$ cat src/design/nrhb_pkg.sv
// shared codes, types and fixed constants of the nack retransmit history buffer
package nrhb_pkg;

   // request command codes
   typedef enum logic [1:0] {
      CMD_SEND = 2'd0,
      CMD_NACK = 2'd1,
      CMD_BEAT = 2'd2
   } cmd_type;

   // result kind codes
   typedef enum logic [1:0] {
      KIND_DATA      = 2'd0,
      KIND_DATA_EOM  = 2'd1,
      KIND_NOT_AVAIL = 2'd2,
      KIND_HEARTBEAT = 2'd3
   } kind_type;

   // back end sequencer states
   typedef enum logic {
      BK_HEAD,
      BK_NACK
   } back_state_type;

   localparam int QUEUE_DEPTH = 2;
   localparam int DEPTH_BITS  = 9;
   localparam int DEPTH_RESET = 32;

   // depth register write toward the back end
   typedef struct packed {
      logic                  valid;
      logic [DEPTH_BITS-1:0] data;
   } csr_wr_type;

   // back end status toward the front end and top level
   typedef struct packed {
      logic idle;
      logic pop;
   } back_status_type;

endpackage

$ cat src/design/nrhb_front.sv
// front end: takes requests, classifies them and queues them for the back end
module nrhb_front #(
   parameter int ID_BITS       = 32,
   parameter int PAYLOAD_BITS  = 32,
   parameter int MAX_NACK_SPAN = 64
) (
   input  logic                          clock,
   input  logic                          reset,
   input  logic                          start,
   output logic                          busy,
   input  logic [1:0]                    req_cmd,
   input  logic [PAYLOAD_BITS-1:0]       req_payload_in,
   input  logic                          req_end_of_message,
   input  logic [ID_BITS-1:0]            req_range_begin,
   input  logic [ID_BITS-1:0]            req_range_end,
   input  nrhb_pkg::back_status_type     bk_status,
   output logic                          head_valid,
   output logic [2+1+1+$clog2(MAX_NACK_SPAN+1)+ID_BITS+PAYLOAD_BITS-1:0] head_data,
   output logic                          empty
);

   localparam int SPAN_W  = $clog2(MAX_NACK_SPAN + 1);
   localparam int ENTRY_W = 2 + 1 + 1 + SPAN_W + ID_BITS + PAYLOAD_BITS;
   localparam int QPTR_W  = (nrhb_pkg::QUEUE_DEPTH > 1) ? $clog2(nrhb_pkg::QUEUE_DEPTH) : 1;
   localparam int QCNT_W  = $clog2(nrhb_pkg::QUEUE_DEPTH + 1);

   logic [ID_BITS-1:0] diff;
   logic               trunc;
   logic [SPAN_W-1:0]  span;
   logic               keep;
   logic               push;
   logic [ENTRY_W-1:0] entry;

   logic [ENTRY_W-1:0] ent_ff [nrhb_pkg::QUEUE_DEPTH];
   logic [QPTR_W-1:0]  wr_ptr_ff, wr_ptr_in;
   logic [QPTR_W-1:0]  rd_ptr_ff, rd_ptr_in;
   logic [QCNT_W-1:0]  count_ff, count_in;

   // span of the nack, capped
   always_comb begin
      diff  = req_range_end - req_range_begin;
      trunc = diff > ID_BITS'(MAX_NACK_SPAN);
      span  = trunc ? SPAN_W'(MAX_NACK_SPAN) : diff[SPAN_W-1:0];
   end

   // unused command and empty nack are dropped here
   always_comb begin
      case (req_cmd)
         nrhb_pkg::CMD_SEND: keep = 1'b1;
         nrhb_pkg::CMD_BEAT: keep = 1'b1;
         nrhb_pkg::CMD_NACK: keep = (diff != '0);
         default:            keep = 1'b0;
      endcase
   end

   assign busy  = (count_ff == QCNT_W'(nrhb_pkg::QUEUE_DEPTH));
   assign empty = (count_ff == '0);
   assign push  = start && !busy && keep;
   assign entry = {req_cmd, req_end_of_message, trunc, span, req_range_begin, req_payload_in};

   assign head_valid = !empty;
   assign head_data  = ent_ff[rd_ptr_ff];

   always_comb begin
      wr_ptr_in = wr_ptr_ff;
      rd_ptr_in = rd_ptr_ff;
      count_in  = count_ff;
      if (push) begin
         wr_ptr_in = (wr_ptr_ff == QPTR_W'(nrhb_pkg::QUEUE_DEPTH - 1)) ? '0 : wr_ptr_ff + 1'b1;
      end
      if (bk_status.pop) begin
         rd_ptr_in = (rd_ptr_ff == QPTR_W'(nrhb_pkg::QUEUE_DEPTH - 1)) ? '0 : rd_ptr_ff + 1'b1;
      end
      if (push && !bk_status.pop) begin
         count_in = count_ff + 1'b1;
      end else if (!push && bk_status.pop) begin
         count_in = count_ff - 1'b1;
      end
   end

   always_ff @(posedge clock) begin
      if (reset) begin
         wr_ptr_ff <= '0;
         rd_ptr_ff <= '0;
         count_ff  <= '0;
      end else begin
         wr_ptr_ff <= wr_ptr_in;
         rd_ptr_ff <= rd_ptr_in;
         count_ff  <= count_in;
      end
   end

   always_ff @(posedge clock) begin
      if (push) begin
         ent_ff[wr_ptr_ff] <= entry;
      end
   end

endmodule

$ cat config.mk
export PLATFORM = sky130hd
export DESIGN_NAME = nrhb_front
export DESIGN_NICKNAME = d
export VERILOG_FILES = /design/src/design/nrhb_pkg.sv /design/src/design/nrhb_front.sv
export SDC_FILE = /design/constraint.sdc
export NUM_CORES = 1
export LEC_CHECK = 0
export ABC_AREA = 1
export BUFFER_PORTS_ARGS = -buffer_cell sky130_fd_sc_hd__buf_2
export CORE_ASPECT_RATIO = 2
export CORE_MARGIN = 10
export CORE_UTILIZATION = 50
export CTS_CLUSTER_DIAMETER = 120
export DETAILED_ROUTE_END_ITERATION = 12
export PLACE_DENSITY = 0.74
export SETUP_SLACK_MARGIN = 0.5
export SYNTH_ARGS = -nofsm -noshare
export SYNTH_HDL_FRONTEND = slang
export SYNTH_SLANG_ARGS = --single-unit
$ cat constraint.sdc
create_clock -name clock -period 7.7 [get_ports clock]
set_input_delay 0.385 -clock clock [delete_from_list [all_inputs] [get_ports clock]]
set_output_delay 0.385 -clock clock [all_outputs]
set_load 0.02 [all_outputs]
==> impl_metrics.yaml <==
outcome:
  status: "finished, final reports clean"
layout:
  area_growth_pct: 20.6
  nets: 1208
  fillers: 1498
  multi_input_area_um2: 3270
  postLayoutCoreUtil: 0.612
  layout-drive-gt1-share: 0.296
  register_area_um2: 4610
placement:
  dp_hpwl_um: 17100
  io_buffers: 180
  gp_congestion: 0.925
  place_ws_ns: 3.17
setup_path:
  required_ns: 7.74
  critPathBufInv: 3
  critPathKind: "in2reg"
  start_kind: "input pin"
  reg2reg_to: "ent_ff[0][67]"
  r2r-start: "count_ff[1]"
  r2r_cells: 6
  slowest_stage: "nor2_4"
  crit_path_frequent_cell: "nand2_1"
  critPathTopFamily: "simple AND/OR/NAND/NOR gates"
  crit_fanout: 44
  arrival_ns: 4.09
  cpPeakStageDelay_ns: 0.73
  path_cells: "buf_2 > ha_1 > fa_1 > inv_1 > nand3_1 > nand2_2 > nand2_1 > nand2_1 > nand2_1 > nand2_1 > nand2_1 > nand2_1 > nand2_1 > nand2_1 > nor2_1 > nand2_1 > nor2_4 > nand3_1 > nand2_1 > nand2_2 > nand2_1 > nor2_4 > buf_4"
  cp-end-kind: "flip-flop"
  reg2reg_slack_ns: 5.06
flow_run:
  max-cap-violations: 0
pwr:
  p_int_mw: 1.66
  pwr-share-clk: 0.367
  combPwrFrac: 0.200
  leakage_nw: 4.83
  p_per_area_nw_per_um2: 226
  power_frac_seq: 0.433
  switching_power_uw: 656
  swShare: 0.283
  ir_drop_v: 0.000136
clocking:
  root_buffer: "clkbuf_16"
  cts.sinks: 155
  cts_buffers: 17
  cts-hold-fix-buffers: 0
  clk_path_buf_depth: 2
  htreeDepth: 4
  clkLatencyLatePin_ns: 0.42
  cts.reportedPaths.clkPinSlew_ns: 0.06
  cts_resized: 0
  post_cts_buffers: 0
  cts_tree: "done"
floorplan:
  dieHeight_um: 204
  core_um2: 16800
  ioPinCount: 182
  placementRows: 67
  initial_core_util: 0.508
  die-width_um: 112
  die_area_um2: 23000
sta:
  drv_slew: 0
  post-route-period-util: 0.526
  tns_ns: 0
  relSlewSlack: 0.324
  fmax_mhz: 247
  rsz0062_at_grt: "false"
  finalHoldViolCount: 0
  tightest_slew_ns: 1.01
  setup_viol: 0
  fin_skew_ns: 0.00838
  period_needed_ns: 4.05
  fin_ws_ns: 3.65
  hold_ws_ns: 0.155
synth:
  synth-seq-area-share: 0.541
  yosysTopAreaCellShare: 0.529
  synth_fp_nets: 1016
  postSynthAreaPerCell_um2: 9.68
  netlist-cell-type-count: 32
  synth-seq-cells: 155
  syn_inst: 879
  syn_area_um2: 8510
  yosysWarnings: 0
  synth_top_area_cell: "edfxtp_1"
  yosys-top-cells-area: "edfxtp_1, nand2_1, mux2_2, inv_1, ha_1"
route:
  vias: 6610
  ant_nets: 0
  viasPerCell: 5.12
  drc: 0
  drt_wl_total_um: 22000
  drtIter0Drc: 343
  post_drt_wl_per_cell_um: 17.0
  drt-pass1-iter-count: 5
grt:
  grt_antenna_before_repair: 1
  gr-total-overflow: 0
  grt_start_max_net_pins: 76
  track_usage: 0.188
  grt_pass1_vias: 6738
  grt_pass1_wl_um: 33900
hold_path:
  hold_path.class: "in2reg"
  worstHoldEndpoint: "ent_ff[0][17]"
  worstHoldStart: "req_payload_in[17]"
  min_path_cells: 1
[Yosys cell counts]
master / instances
a21oi_1: 25
inv_2: 6
clkinv_1: 1
nand2_4: 1
nand4_1: 11
nand2_1: 254
inv_1: 156
o21ai_0: 5
edfxtp_1: 150
ha_1: 32
fa_1: 1
clkbuf_1: 8
nand3_1: 31
nand2_2: 11
xor2_1: 4
nand3b_1: 4
o21bai_1: 3
dfxtp_1: 5
xnor2_1: 5
nor3b_1: 2
nor3_2: 2
a21o_1: 1
nor4b_2: 1
buf_2: 1
nor2_4: 3
and2_1: 5
a21oi_2: 1
nor2_1: 62
nand3_2: 4
nor3_1: 5
nor2_2: 4
mux2_2: 75
[worst register-to-register path, delay by kind of cell (launching register included)]
kind | cells | cell delay [ns]
and+or+nand+nor | 4 | 1.15
DFF | 1 | 0.31
buffers and inverters | 2 | 0.76
[placed cells by master, fill, tap and decap left out, types with 3 or more instances in the layout]
master	instances
nand2_1	254
buf_2	180
inv_1	155
edfxtp_1	150
mux2_2	75
nor2_1	61
ha_1	32
nand3_1	31
a21oi_1	25
clkbuf_16	17
nand2_2	11
nand4_1	11
inv_2	6
xnor2_1	5
o21ai_0	5
and2_1	5
nor3_1	5
inv_6	5
xor2_1	4
nor2_2	4
nand3_2	4
nand3b_1	4
nor2_4	4
dfxtp_1	4
clkinv_1	3
o21bai_1	3
bufinv_16	3
[final cells by class]
cell class / instances / area share
Antenna cell: 1 / 0.000244
Clock buffer: 19 / 0.0422
Clock inverter: 13 / 0.0159
Inverter: 163 / 0.0598
Multi-Input combinational cell: 552 / 0.318
Sequential cell: 155 / 0.449
Tap cell: 207 / 0.0252
Timing Repair Buffer: 182 / 0.0893
[state kept, by name, indices dropped and copies added, names as in the netlist, named ones only]
name       flops
ent_ff       150
count_ff       2
rd_ptr_ff      1
wr_ptr_ff      1
[through the flow]
step | total power [mW] | instances | area (um^2)
detailed placement | 1.49 | 1259 | 9660
finish | 2.32 | 1292 | 10300
floorplan | 1.33 | 879 | 8510
global route | 2.43 | 1292 | 10300
global placement | 1.48 | 1259 | 9660
CTS | 2.34 | 1291 | 10300
[logic make-up after synthesis]
group	share of synthesized area
DFF	0.541
xor gates and xnor gates	0.00926
buffers and inverters	0.0760
muxes	0.0993
adders and majority gates	0.0494
and+or+nand+nor	0.203
AOI/OAI and AO/OA	0.0222
[how the worst max path moves through the flow]
stage | end | slack [ns] | cells after the start | startpoint
2_1_floorplan | ent_ff[0][0] | 1.93 | 22 | req_range_end[0]
3_3_place_gp | ent_ff[0][41] | 3.21 | 23 | req_range_begin[0]
3_5_place_dp | ent_ff[0][40] | 3.17 | 23 | req_range_begin[0]
4_1_cts | ent_ff[0][67] | 3.59 | 23 | req_range_begin[0]
5_1_grt | ent_ff[0][66] | 3.36 | 23 | req_range_begin[0]
6_report | ent_ff[0][67] | 3.65 | 23 | req_range_begin[0]
[power groups by stage]
stage | clock network (mW) | logic [mW] | registers, mW
finish | 0.851 | 0.464 | 1.00
global route | 0.911 | 0.513 | 1.01
CTS | 0.867 | 0.468 | 1.00
detailed placement | 0 | 0.465 | 1.02
global placement | 0 | 0.457 | 1.02
floorplan | 0 | 0.326 | 1.01
[layer usage]
metal	track usage	wire length, um	part of all wire	vias up
met5	0	0	0	-
met2	0.368	12600	0.57	172
met4	0.0943	890	0.040	0
met3	0.0343	769	0.035	52
li1	-	-	-	3260
met1	0.177	7740	0.35	3126
Power figures use the tool's default switching activity.
